[src/ffba_pkg.sv]
`default_nettype none
package ffba_pkg;

  localparam int HeapBytesDef   = 65536;
  localparam int MaxBlocksDef   = 64;
  localparam int HeaderBytesDef = 32;
  // alignment is a power of two
  localparam int AlignBytesDef  = 8;

  localparam int OpW     = 2;
  localparam int ReqW    = 17;
  localparam int AddrW   = 16;
  localparam int StatusW = 3;
  localparam int UsedW   = 7;
  localparam int BytesW  = 17;

  typedef enum logic [OpW-1:0] {
    OP_ALLOC    = 2'd0,
    OP_FREE     = 2'd1,
    OP_COALESCE = 2'd2,
    OP_NONE     = 2'd3
  } op_t;

  typedef enum logic [StatusW-1:0] {
    ST_OK        = 3'd0,
    ST_IGNORED   = 3'd1,
    ST_ARENA     = 3'd2,
    ST_TABLE     = 3'd3,
    ST_UNMATCHED = 3'd4
  } status_t;

  // controller to datapath commands
  typedef struct packed {
    logic load;        // latch request, clear totals
    logic walk_start;  // read the first block, restart the walk
    logic alloc_step;  // examine current block for a fit
    logic split_wr;    // write the split-off remainder
    logic append;      // add a block at the arena top
    logic link_wr;     // hook the appended block to the old last block
    logic free_step;
    logic coal_load;   // take the first block as merge base
    logic coal_step;
    logic stat_step;
  } ffba_cmd_t;

  typedef struct packed {
    logic skip;        // request ignored, only the status walk runs
    logic at_end;      // walk ran off the list or hit the step limit
    logic hit;         // alloc fit or free match on this step
    logic need_split;
  } ffba_sts_t;

endpackage
`default_nettype wire

[src/ffba_ctrl.sv]
`default_nettype none
module ffba_ctrl (
  input  wire logic                     clk,
  input  wire logic                     rst_n,
  input  wire logic                     in_valid,
  output logic                          in_ready,
  output logic                          out_valid,
  input  wire logic                     out_ready,
  input  wire logic [ffba_pkg::OpW-1:0] op,
  output ffba_pkg::ffba_cmd_t           cmd,
  input  wire ffba_pkg::ffba_sts_t      sts
);
  import ffba_pkg::*;

  typedef enum logic [3:0] {
    S_IDLE, S_DISP, S_ALLOC, S_SPLIT, S_APPEND, S_LINK, S_FREE, S_CLOAD, S_COAL,
    S_SSTART, S_STAT, S_OUT
  } state_t;

  state_t state_r;
  logic [OpW-1:0] op_r;

  always_ff @(posedge clk) begin
    if (!rst_n) begin
      state_r <= S_IDLE;
      op_r    <= '0;
    end else begin
      case (state_r)
        S_IDLE: begin
          if (in_valid) begin
            op_r    <= op;
            state_r <= S_DISP;
          end
        end
        S_DISP: begin
          if (sts.skip) begin
            state_r <= S_STAT;
          end else begin
            case (op_r)
              OP_ALLOC:    state_r <= S_ALLOC;
              OP_FREE:     state_r <= S_FREE;
              OP_COALESCE: state_r <= S_CLOAD;
              default:     state_r <= S_STAT;
            endcase
          end
        end
        S_ALLOC: begin
          if (sts.at_end) state_r <= S_APPEND;
          else if (sts.hit) state_r <= sts.need_split ? S_SPLIT : S_SSTART;
        end
        S_SPLIT:  state_r <= S_SSTART;
        S_APPEND: state_r <= S_LINK;
        S_LINK:   state_r <= S_SSTART;
        S_FREE: begin
          if (sts.at_end || sts.hit) state_r <= S_SSTART;
        end
        S_CLOAD: begin
          if (sts.at_end) state_r <= S_SSTART;
          else state_r <= S_COAL;
        end
        S_COAL: begin
          if (sts.at_end) state_r <= S_SSTART;
        end
        S_SSTART: state_r <= S_STAT;
        S_STAT: begin
          if (sts.at_end) state_r <= S_OUT;
        end
        S_OUT: begin
          if (out_ready) state_r <= S_IDLE;
        end
        default: state_r <= S_IDLE;
      endcase
    end
  end

  always_comb begin
    cmd = '0;
    cmd.load       = (state_r == S_IDLE) && in_valid;
    cmd.walk_start = (state_r == S_DISP) || (state_r == S_SSTART);
    cmd.alloc_step = (state_r == S_ALLOC);
    cmd.split_wr   = (state_r == S_SPLIT);
    cmd.append     = (state_r == S_APPEND);
    cmd.link_wr    = (state_r == S_LINK);
    cmd.free_step  = (state_r == S_FREE);
    cmd.coal_load  = (state_r == S_CLOAD);
    cmd.coal_step  = (state_r == S_COAL);
    cmd.stat_step  = (state_r == S_STAT);
  end

  assign in_ready  = (state_r == S_IDLE);
  assign out_valid = (state_r == S_OUT);

`ifndef SYNTH
  a_one_side: assert property (@(posedge clk) disable iff (!rst_n) !(in_ready && out_valid))
    else $error("ready and valid together");
  a_out_after_stat: assert property (@(posedge clk) disable iff (!rst_n)
    $rose(out_valid) |-> $past(state_r == S_STAT))
    else $error("result without status walk");
  a_out_hold: assert property (@(posedge clk) disable iff (!rst_n)
    out_valid && !out_ready |=> out_valid)
    else $error("result dropped");
`endif
endmodule
`default_nettype wire

[src/ffba_dp.sv]
`default_nettype none
module ffba_dp #(
  parameter int HEAP_BYTES   = ffba_pkg::HeapBytesDef,
  parameter int MAX_BLOCKS   = ffba_pkg::MaxBlocksDef,
  parameter int HEADER_BYTES = ffba_pkg::HeaderBytesDef,
  parameter int ALIGN_BYTES  = ffba_pkg::AlignBytesDef
) (
  input  wire logic clk,
  input  wire logic rst_n,
  input  wire logic [ffba_pkg::OpW-1:0]   op,
  input  wire logic [ffba_pkg::ReqW-1:0]  request_bytes,
  input  wire logic [ffba_pkg::AddrW-1:0] payload_address,
  input  wire ffba_pkg::ffba_cmd_t        cmd,
  output ffba_pkg::ffba_sts_t             sts,
  output logic [ffba_pkg::StatusW-1:0]    status,
  output logic [ffba_pkg::AddrW-1:0]      granted_address,
  output logic [ffba_pkg::UsedW-1:0]      used_blocks,
  output logic [ffba_pkg::BytesW-1:0]     free_bytes,
  output logic [ffba_pkg::BytesW-1:0]     largest_free
);
  import ffba_pkg::*;

  localparam int IW = $clog2(MAX_BLOCKS + 1);
  localparam int XW = $clog2(MAX_BLOCKS);
  localparam int HW = $clog2(HEAP_BYTES + 1);
  localparam int AW = ((HW > ReqW) ? HW : ReqW) + 1;
  localparam int SW = $clog2(2 * MAX_BLOCKS + 1);
  localparam int AlignSh = $clog2(ALIGN_BYTES);
  localparam logic [IW-1:0] NoneIdx = IW'(MAX_BLOCKS);

  // block table, one field per array
  logic [AW-1:0] bytes_m [MAX_BLOCKS];
  logic          used_m  [MAX_BLOCKS];
  logic [IW-1:0] link_m  [MAX_BLOCKS];

  logic [IW-1:0] first_r, last_r, cur_r, spare_idx, nb_r, split_link_r, fix_idx_r;
  logic [AW-1:0] top_r, addr_r, need_r, split_bytes_r;
  logic [MAX_BLOCKS-1:0] spare_r;
  logic [SW-1:0] steps_r;
  logic [AddrW-1:0] pay_r;
  logic [StatusW-1:0] status_r;
  logic [AddrW-1:0] grant_r;
  logic [UsedW-1:0] used_r;
  logic [AW-1:0] freeb_r, large_r;
  logic skip_r, fix_r;

  // registered read of the entry at cur
  logic [AW-1:0] rb_r;
  logic          ru_r;
  logic [IW-1:0] rl_r;
  logic [IW-1:0] rd_addr;

  // merge base for coalesce
  logic [AW-1:0] c_bytes_r;
  logic          c_used_r;
  logic [IW-1:0] c_link_r;

  logic [AW:0] need_raw;
  logic skip_in;
  assign need_raw = (AW+1)'(request_bytes) + (AW+1)'(HEADER_BYTES + ALIGN_BYTES - 1);
  assign skip_in  = (op == OP_ALLOC && request_bytes == '0) ||
                    (op == OP_FREE && payload_address == '0) || (op == OP_NONE);

  // lowest spare entry
  always_comb begin
    spare_idx = NoneIdx;
    for (int i = MAX_BLOCKS - 1; i >= 0; i--) begin
      if (spare_r[i]) spare_idx = IW'(i);
    end
  end

  logic at_end, fit, rest_ok, match, merge, arena_bad, has_spare;
  logic alloc_hit, do_split, free_hit, coal_merge, append_ok, advance;
  assign has_spare  = (spare_idx != NoneIdx);
  assign fit        = !ru_r && (rb_r >= need_r);
  assign rest_ok    = (rb_r - need_r) >= AW'(HEADER_BYTES);
  assign match      = (addr_r + AW'(HEADER_BYTES)) == AW'(pay_r);
  assign merge      = !c_used_r && !ru_r;
  assign arena_bad  = (need_r > AW'(HEAP_BYTES)) || (top_r > AW'(HEAP_BYTES) - need_r);
  assign at_end     = cmd.coal_step ?
                      ((c_link_r >= NoneIdx) || (steps_r >= SW'(2 * MAX_BLOCKS))) :
                      ((cur_r >= NoneIdx) || (steps_r >= SW'(MAX_BLOCKS)));
  assign alloc_hit  = cmd.alloc_step && !at_end && fit;
  assign do_split   = alloc_hit && rest_ok && has_spare;
  assign free_hit   = cmd.free_step && !at_end && match;
  assign coal_merge = cmd.coal_step && !at_end && merge;
  assign append_ok  = cmd.append && !arena_bad && has_spare;
  assign advance    = !at_end &&
                      ((cmd.alloc_step && !fit) || (cmd.free_step && !match) || cmd.stat_step);

  always_comb begin
    sts = '0;
    sts.skip       = skip_r;
    sts.at_end     = at_end;
    sts.hit        = cmd.free_step ? match : fit;
    sts.need_split = rest_ok && has_spare;
  end

  // next read follows the link of the entry just read
  assign rd_addr = cmd.walk_start ? first_r : rl_r;

  // one write per array per cycle
  logic          b_we, u_we, l_we, u_wd;
  logic [XW-1:0] b_wa, u_wa, l_wa;
  logic [AW-1:0] b_wd;
  logic [IW-1:0] l_wd;
  always_comb begin
    b_we = 1'b0; b_wa = cur_r[XW-1:0]; b_wd = need_r;
    u_we = 1'b0; u_wa = cur_r[XW-1:0]; u_wd = 1'b0;
    l_we = 1'b0; l_wa = cur_r[XW-1:0]; l_wd = spare_idx;
    if (alloc_hit) begin
      u_we = 1'b1; u_wd = 1'b1;
      if (do_split) begin
        b_we = 1'b1;
        l_we = 1'b1;
      end
    end else if (free_hit) begin
      u_we = 1'b1;
    end else if (coal_merge) begin
      b_we = 1'b1; b_wd = c_bytes_r + rb_r;
      l_we = 1'b1; l_wd = rl_r;
    end else if (cmd.split_wr) begin
      b_we = 1'b1; b_wa = nb_r[XW-1:0]; b_wd = split_bytes_r;
      u_we = 1'b1; u_wa = nb_r[XW-1:0];
      l_we = 1'b1; l_wa = nb_r[XW-1:0]; l_wd = split_link_r;
    end else if (append_ok) begin
      b_we = 1'b1; b_wa = spare_idx[XW-1:0];
      u_we = 1'b1; u_wa = spare_idx[XW-1:0]; u_wd = 1'b1;
      l_we = 1'b1; l_wa = spare_idx[XW-1:0]; l_wd = NoneIdx;
    end else if (cmd.link_wr && fix_r) begin
      l_we = 1'b1; l_wa = fix_idx_r[XW-1:0]; l_wd = nb_r;
    end
  end

  always_ff @(posedge clk) begin
    if (b_we) bytes_m[b_wa] <= b_wd;
    if (u_we) used_m[u_wa] <= u_wd;
    if (l_we) link_m[l_wa] <= l_wd;
    rb_r <= bytes_m[rd_addr[XW-1:0]];
    ru_r <= used_m[rd_addr[XW-1:0]];
    rl_r <= link_m[rd_addr[XW-1:0]];
  end

  always_ff @(posedge clk) begin
    if (!rst_n) begin
      first_r <= NoneIdx;
      last_r  <= NoneIdx;
      top_r   <= '0;
      spare_r <= '1;
    end else begin
      if (cmd.load) begin
        pay_r    <= payload_address;
        need_r   <= AW'((need_raw >> AlignSh) << AlignSh);
        skip_r   <= skip_in;
        status_r <= skip_in ? ST_IGNORED : ST_OK;
        grant_r  <= '0;
        used_r   <= '0;
        freeb_r  <= '0;
        large_r  <= '0;
        fix_r    <= 1'b0;
      end
      if (cmd.walk_start) begin
        cur_r   <= first_r;
        steps_r <= '0;
        addr_r  <= '0;
      end else if (advance) begin
        cur_r   <= rl_r;
        steps_r <= steps_r + 1'b1;
        addr_r  <= addr_r + rb_r;
      end
      if (alloc_hit) begin
        grant_r <= AddrW'(addr_r + AW'(HEADER_BYTES));
        if (do_split) begin
          spare_r[spare_idx[XW-1:0]] <= 1'b0;
          nb_r          <= spare_idx;
          split_bytes_r <= rb_r - need_r;
          split_link_r  <= rl_r;
          if (last_r == cur_r) last_r <= spare_idx;
        end
      end
      if (cmd.free_step && at_end) status_r <= ST_UNMATCHED;
      if (cmd.coal_load && !at_end) begin
        c_bytes_r <= rb_r;
        c_used_r  <= ru_r;
        c_link_r  <= rl_r;
      end
      if (cmd.coal_step && !at_end) begin
        steps_r <= steps_r + 1'b1;
        if (merge) begin
          c_bytes_r <= c_bytes_r + rb_r;
          c_link_r  <= rl_r;
          spare_r[c_link_r[XW-1:0]] <= 1'b1;
          if (last_r == c_link_r) last_r <= cur_r;
        end else begin
          cur_r     <= c_link_r;
          c_bytes_r <= rb_r;
          c_used_r  <= ru_r;
          c_link_r  <= rl_r;
        end
      end
      if (cmd.append) begin
        if (arena_bad) status_r <= ST_ARENA;
        else if (!has_spare) status_r <= ST_TABLE;
        else begin
          spare_r[spare_idx[XW-1:0]] <= 1'b0;
          nb_r <= spare_idx;
          if (first_r == NoneIdx) first_r <= spare_idx;
          else if (last_r != NoneIdx) begin
            fix_r     <= 1'b1;
            fix_idx_r <= last_r;
          end
          last_r  <= spare_idx;
          grant_r <= AddrW'(top_r + AW'(HEADER_BYTES));
          top_r   <= top_r + need_r;
        end
      end
      if (cmd.stat_step && !at_end) begin
        if (ru_r) used_r <= used_r + 1'b1;
        else begin
          freeb_r <= freeb_r + rb_r;
          if (rb_r > large_r) large_r <= rb_r;
        end
      end
    end
  end

  assign status          = status_r;
  assign granted_address = grant_r;
  assign used_blocks     = used_r;
  assign free_bytes      = BytesW'(freeb_r);
  assign largest_free    = BytesW'(large_r);
endmodule
`default_nettype wire

[src/first_fit_block_allocator_unit.sv]
`default_nettype none
// first-fit heap allocator over a bounded arena; each request (allocate, free,
// coalesce) walks the address-ordered block list one entry per cycle out of a
// block table with registered reads, then a second walk gathers used count,
// free bytes and largest free block; the result holds until taken and the next
// request is taken the cycle after; one request at a time; the alignment must
// be a power of two
module first_fit_block_allocator_unit #(
  parameter int HEAP_BYTES   = ffba_pkg::HeapBytesDef,
  parameter int MAX_BLOCKS   = ffba_pkg::MaxBlocksDef,
  parameter int HEADER_BYTES = ffba_pkg::HeaderBytesDef,
  parameter int ALIGN_BYTES  = ffba_pkg::AlignBytesDef
) (
  input  wire logic                          clk,
  input  wire logic                          rst_n,
  input  wire logic                          in_valid,
  output logic                               in_ready,
  input  wire logic [ffba_pkg::OpW-1:0]      in_op,
  input  wire logic [ffba_pkg::ReqW-1:0]     in_request_bytes,
  input  wire logic [ffba_pkg::AddrW-1:0]    in_payload_address,
  output logic                               out_valid,
  input  wire logic                          out_ready,
  output logic [ffba_pkg::StatusW-1:0]       out_status,
  output logic [ffba_pkg::AddrW-1:0]         out_granted_address,
  output logic [ffba_pkg::UsedW-1:0]         out_used_blocks,
  output logic [ffba_pkg::BytesW-1:0]        out_free_bytes,
  output logic [ffba_pkg::BytesW-1:0]        out_largest_free
);
  import ffba_pkg::*;

  ffba_cmd_t cmd;
  ffba_sts_t sts;

  // sequencer
  ffba_ctrl u_ctrl (
    .clk, .rst_n, .in_valid, .in_ready, .out_valid, .out_ready,
    .op(in_op), .cmd, .sts
  );

  // block table and walk datapath
  ffba_dp #(
    .HEAP_BYTES(HEAP_BYTES), .MAX_BLOCKS(MAX_BLOCKS),
    .HEADER_BYTES(HEADER_BYTES), .ALIGN_BYTES(ALIGN_BYTES)
  ) u_dp (
    .clk, .rst_n, .op(in_op), .request_bytes(in_request_bytes),
    .payload_address(in_payload_address), .cmd, .sts,
    .status(out_status), .granted_address(out_granted_address),
    .used_blocks(out_used_blocks), .free_bytes(out_free_bytes),
    .largest_free(out_largest_free)
  );
endmodule
`default_nettype wire
[config.mk]
export PLATFORM = sky130hd
export DESIGN_NAME = first_fit_block_allocator_unit
export DESIGN_NICKNAME = d
export VERILOG_FILES = /design/src/ffba_pkg.sv /design/src/ffba_ctrl.sv /design/src/ffba_dp.sv /design/src/first_fit_block_allocator_unit.sv
export SDC_FILE = /design/constraint.sdc
export NUM_CORES = 2
export LEC_CHECK = 0
export ABC_AREA = 1
export BUFFER_PORTS_ARGS = -buffer_cell sky130_fd_sc_hd__buf_2
export CAP_MARGIN = 10
export CELL_PAD_IN_SITES_DETAIL_PLACEMENT = 1
export CELL_PAD_IN_SITES_GLOBAL_PLACEMENT = 1
export CORE_MARGIN = 2
export CORE_UTILIZATION = 52
export DETAILED_ROUTE_END_ITERATION = 8
export GPL_ROUTABILITY_DRIVEN = 1
export MAX_ROUTING_LAYER = met4
export PLACE_DENSITY_LB_ADDON = 0.15
export SYNTH_ARGS = -nofsm -noshare
export SYNTH_HDL_FRONTEND = slang
export SYNTH_SLANG_ARGS = --single-unit
[constraint.sdc]
create_clock -name clk -period 7.9 [get_ports clk]
set_clock_uncertainty 0.1 [all_clocks]
set_input_delay 1.185 -clock clk [delete_from_list [all_inputs] [get_ports clk]]
set_output_delay 1.185 -clock clk [all_outputs]
set_load 0.01 [all_outputs]
==> results.toml <==
[finish]
multi_input_area_um2 = 24980
mostFrequentLayoutCells = "1855 x edfxtp_1, 1385 x nor2_1, 693 x o21ai_0, 569 x nand2_1, 336 x inv_1"
postLayoutCoreUtil_pct = 57.93
areaGrowthSynthToFinish_pct = 10.93
regArea_um2 = 58210
layout_commonest_cell = "edfxtp_1"
fill_cells = 16660
drive_above_1_share_pct = 8.476
nets = 7437

[timing]
setup_tns_ps = 0
max_slew_margin_pct = 20.97
worstMarginPinSlew_ps = 1178
fmax_mhz = 135.2
slew_viol_final = 0
hold_viol_final = 0
min_period_ps = 7398
period_share_pct = 93.64
setup_viol = 0
rsz0062_at_grt = "false"
hold_slack_ps = 387.8

[logic_synthesis]
avgSynthCellArea_um2 = 11.74
synth_cell_type_count = 56
ys_warn_count = 0
synthCells = 7315
synth_seq_area_share_pct = 67.78
syn_nets = 7479
synth_edf_count = 1855
synth_ff_type = "edfxtp_1"
async_flop_share_pct = 0
synth-seq-cells = 1980
netlist_area_um2 = 85870

[pwr]
clkPwrFrac_pct = 24.3
max-vdd-ir-drop_uv = 503.1
p_per_area_nw_per_um2 = 410.6
pwr-share-comb_pct = 42.7
swShare_pct = 43.50
switchingPower_w = 0.01702
p_seq_share_pct = 32.9
total_leakage_power_nw = 31.72
internal-power_w = 0.02210

[clock_network]
cts_tree = "yes"
root_buffer = "clkbuf_16"
cts-htree-levels = 4
clk_pin_slew_ps = 70
cts_buffer_depth = 3
ctsHoldBuffers = 0
worstSkewPairLatency_ps = 870
numCtsBuffers = 203
cts_resized = 0
clock-sinks = 1980
cts_setup_buffers = 0

[global_route]
grt_pass1_vias = 62470
overflow = 0
grt_max_degree = 226
grt.total_usage_pct = 32.21
antenna_found_initial = 9
grt_pass1_wl_um = 398200

[die]
fp.dieW_um = 410.4
core_area_um2 = 164400
die_y_um = 410.4
core.rowCount = 149
die-area_um2 = 168400
start_util_pct = 52.22
ios = 101

[detailed_routing]
dr.pass1.iters = 5
viasPerCell = 6.335
wl_um = 266500
wl_per_cell_um = 27.70
postRouteAntennaNets = 0
via_count = 60970
drt_iter0_drc = 7312
drc_errors = 0

[placed_design]
detailed_place_hpwl_um = 162200
place.gp.congestion = 0.9095
port_buffers = 100

[critical_path]
crit_buf_inv = 5
worstSetupStartpointType = "register"
end_kind = "register"
required_ps = 8240
crit_family = "simple AND/OR/NAND/NOR gates"
path_class = "reg2reg"
cpMostUsedCell = "nand2_1"
cp_slowest_stage_delay_ps = 780
arrival_ps = 7740
cp_max_fo = 18
slowest_stage = "nor2_2"

[worst_hold_path]
hold_class = "reg2reg"

[job]
cap_violations = 0

[status]
status = "completed"
==> synthesized netlist by cell type, drive strengths merged (3+ instances only) <==
cell type | number | area share (%)
xnor2 | 34 | 0.35
or2 | 9 | 0.066
o22ai | 4 | 0.029
nand2 | 589 | 2.6
xor2 | 63 | 0.64
buf | 53 | 0.35
o21ai | 728 | 4.2
o21bai | 226 | 2.0
nand3 | 304 | 1.8
clkinv | 7 | 0.031
o311ai | 209 | 2.1
nor3 | 80 | 0.47
a21oi | 156 | 0.91
a31oi | 14 | 0.10
nor3b | 4 | 0.035
nor4 | 31 | 0.23
clkbuf | 409 | 1.8
a211oi | 5 | 0.044
o32ai | 208 | 2.1
fa | 5 | 0.12
o21a | 3 | 0.026
o31ai | 8 | 0.070
dfxtp | 125 | 2.9
nand4 | 35 | 0.34
ha | 120 | 1.7
o211ai | 222 | 1.9
inv | 349 | 1.5
nor2 | 1436 | 6.3
a311oi | 3 | 0.031
edfxtp | 1855 | 65
==> path summary, 6_finish.rpt <==
check / slack [ps] / from / endpoint / depth (start not counted)
worst max-delay path: 500 / u_dp.need_r[4]$_DFFE_PP_ / u_dp.bytes_m[19][16]$_DFFE_PP_ / 28
worst min-delay path: 390 / u_dp.rl_r[0]$_DFF_P_ / u_dp.split_link_r[0]$_DFFE_PP_ / 0
worst max register to register: 500 / u_dp.need_r[4]$_DFFE_PP_ / u_dp.bytes_m[19][16]$_DFFE_PP_ / 28
worst min register to register: 390 / u_dp.rl_r[0]$_DFF_P_ / u_dp.split_link_r[0]$_DFFE_PP_ / 0
==> power by group through the flow <==
stage / Clock (W) / Combinational (W) / Sequential, W
2_1_floorplan: 0 / 0.00992 / 0.0129
3_3_place_gp: 0 / 0.0157 / 0.0131
3_5_place_dp: 0 / 0.0163 / 0.0131
4_1_cts: 0.00960 / 0.0164 / 0.0129
5_1_grt: 0.00996 / 0.0178 / 0.0129
6_report: 0.00952 / 0.0167 / 0.0129
==> kinds of logic (layout without fill, tap and decap cells) <==
group	Yosys count	count (layout)	synth area share [%]
adders and majority gates	125	125	1.865
buffers and inverters	818	936	3.718
xor gates and xnor gates	97	97	0.9893
and+or+nand+nor	2492	2492	11.85
muxes	2	2	0.02477
DFF	1980	1980	67.78
AOI/OAI and AO/OA	1801	1801	13.77
other	0	2	0
==> layout make-up <==
class | count | area share (%)
clock inverter | 101 | 1.010
multi-input combinational | 4517 | 26.22
antenna | 2 | 0.005254
timing repair buffer | 215 | 1.570
inverter | 356 | 1.433
sequential | 1980 | 61.10
tap | 2189 | 2.875
clock buffer | 264 | 5.781
==> metal layers <==
layer	wire length, µm	track usage (%)	vias up	part of all wire (%)
li1	-	-	26820	-
met1	112700	43.47	31220	42
met2	126700	50.37	2430	48
met3	17880	4.483	501	6.7
met4	9224	11.16	0	3.5
met5	0	-	-	0
==> registers in the layout, indices dropped and copies added (netlist names), 7 cells and up, named ones only <==
name                  flops
u_dp.link_m             448
u_dp.split_bytes_r       18
u_dp.used_blocks          7
u_dp.split_link_r         7
u_dp.spare_r             64
u_dp.granted_address     16
u_dp.c_link_r             7
u_dp.pay_r               16
u_dp.c_bytes_r           18
u_dp.top_r               15
u_dp.freeb_r             17
u_dp.rl_r                 7
u_dp.steps_r              8
u_dp.addr_r              18
u_dp.rb_r                18
u_dp.first_r              7
u_dp.bytes_m           1152
u_dp.last_r               7
u_dp.need_r              15
u_dp.cur_r                7
u_dp.used_m              64
u_dp.large_r             18
==> stage by stage <==
step	total power (W)	area, µm²	worst slack (ps)	instances
5_1_grt	0.04067	95250	2.815	9622
3_3_place_gp	0.02880	88740	795.8	9257
4_1_cts	0.03891	95210	407.2	9622
6_report	0.03912	95260	502.1	9624
3_5_place_dp	0.02935	88740	424.5	9257
2_1_floorplan	0.02282	85870	1633	7315
No activity file was read; power rests on OpenSTA's default activity.
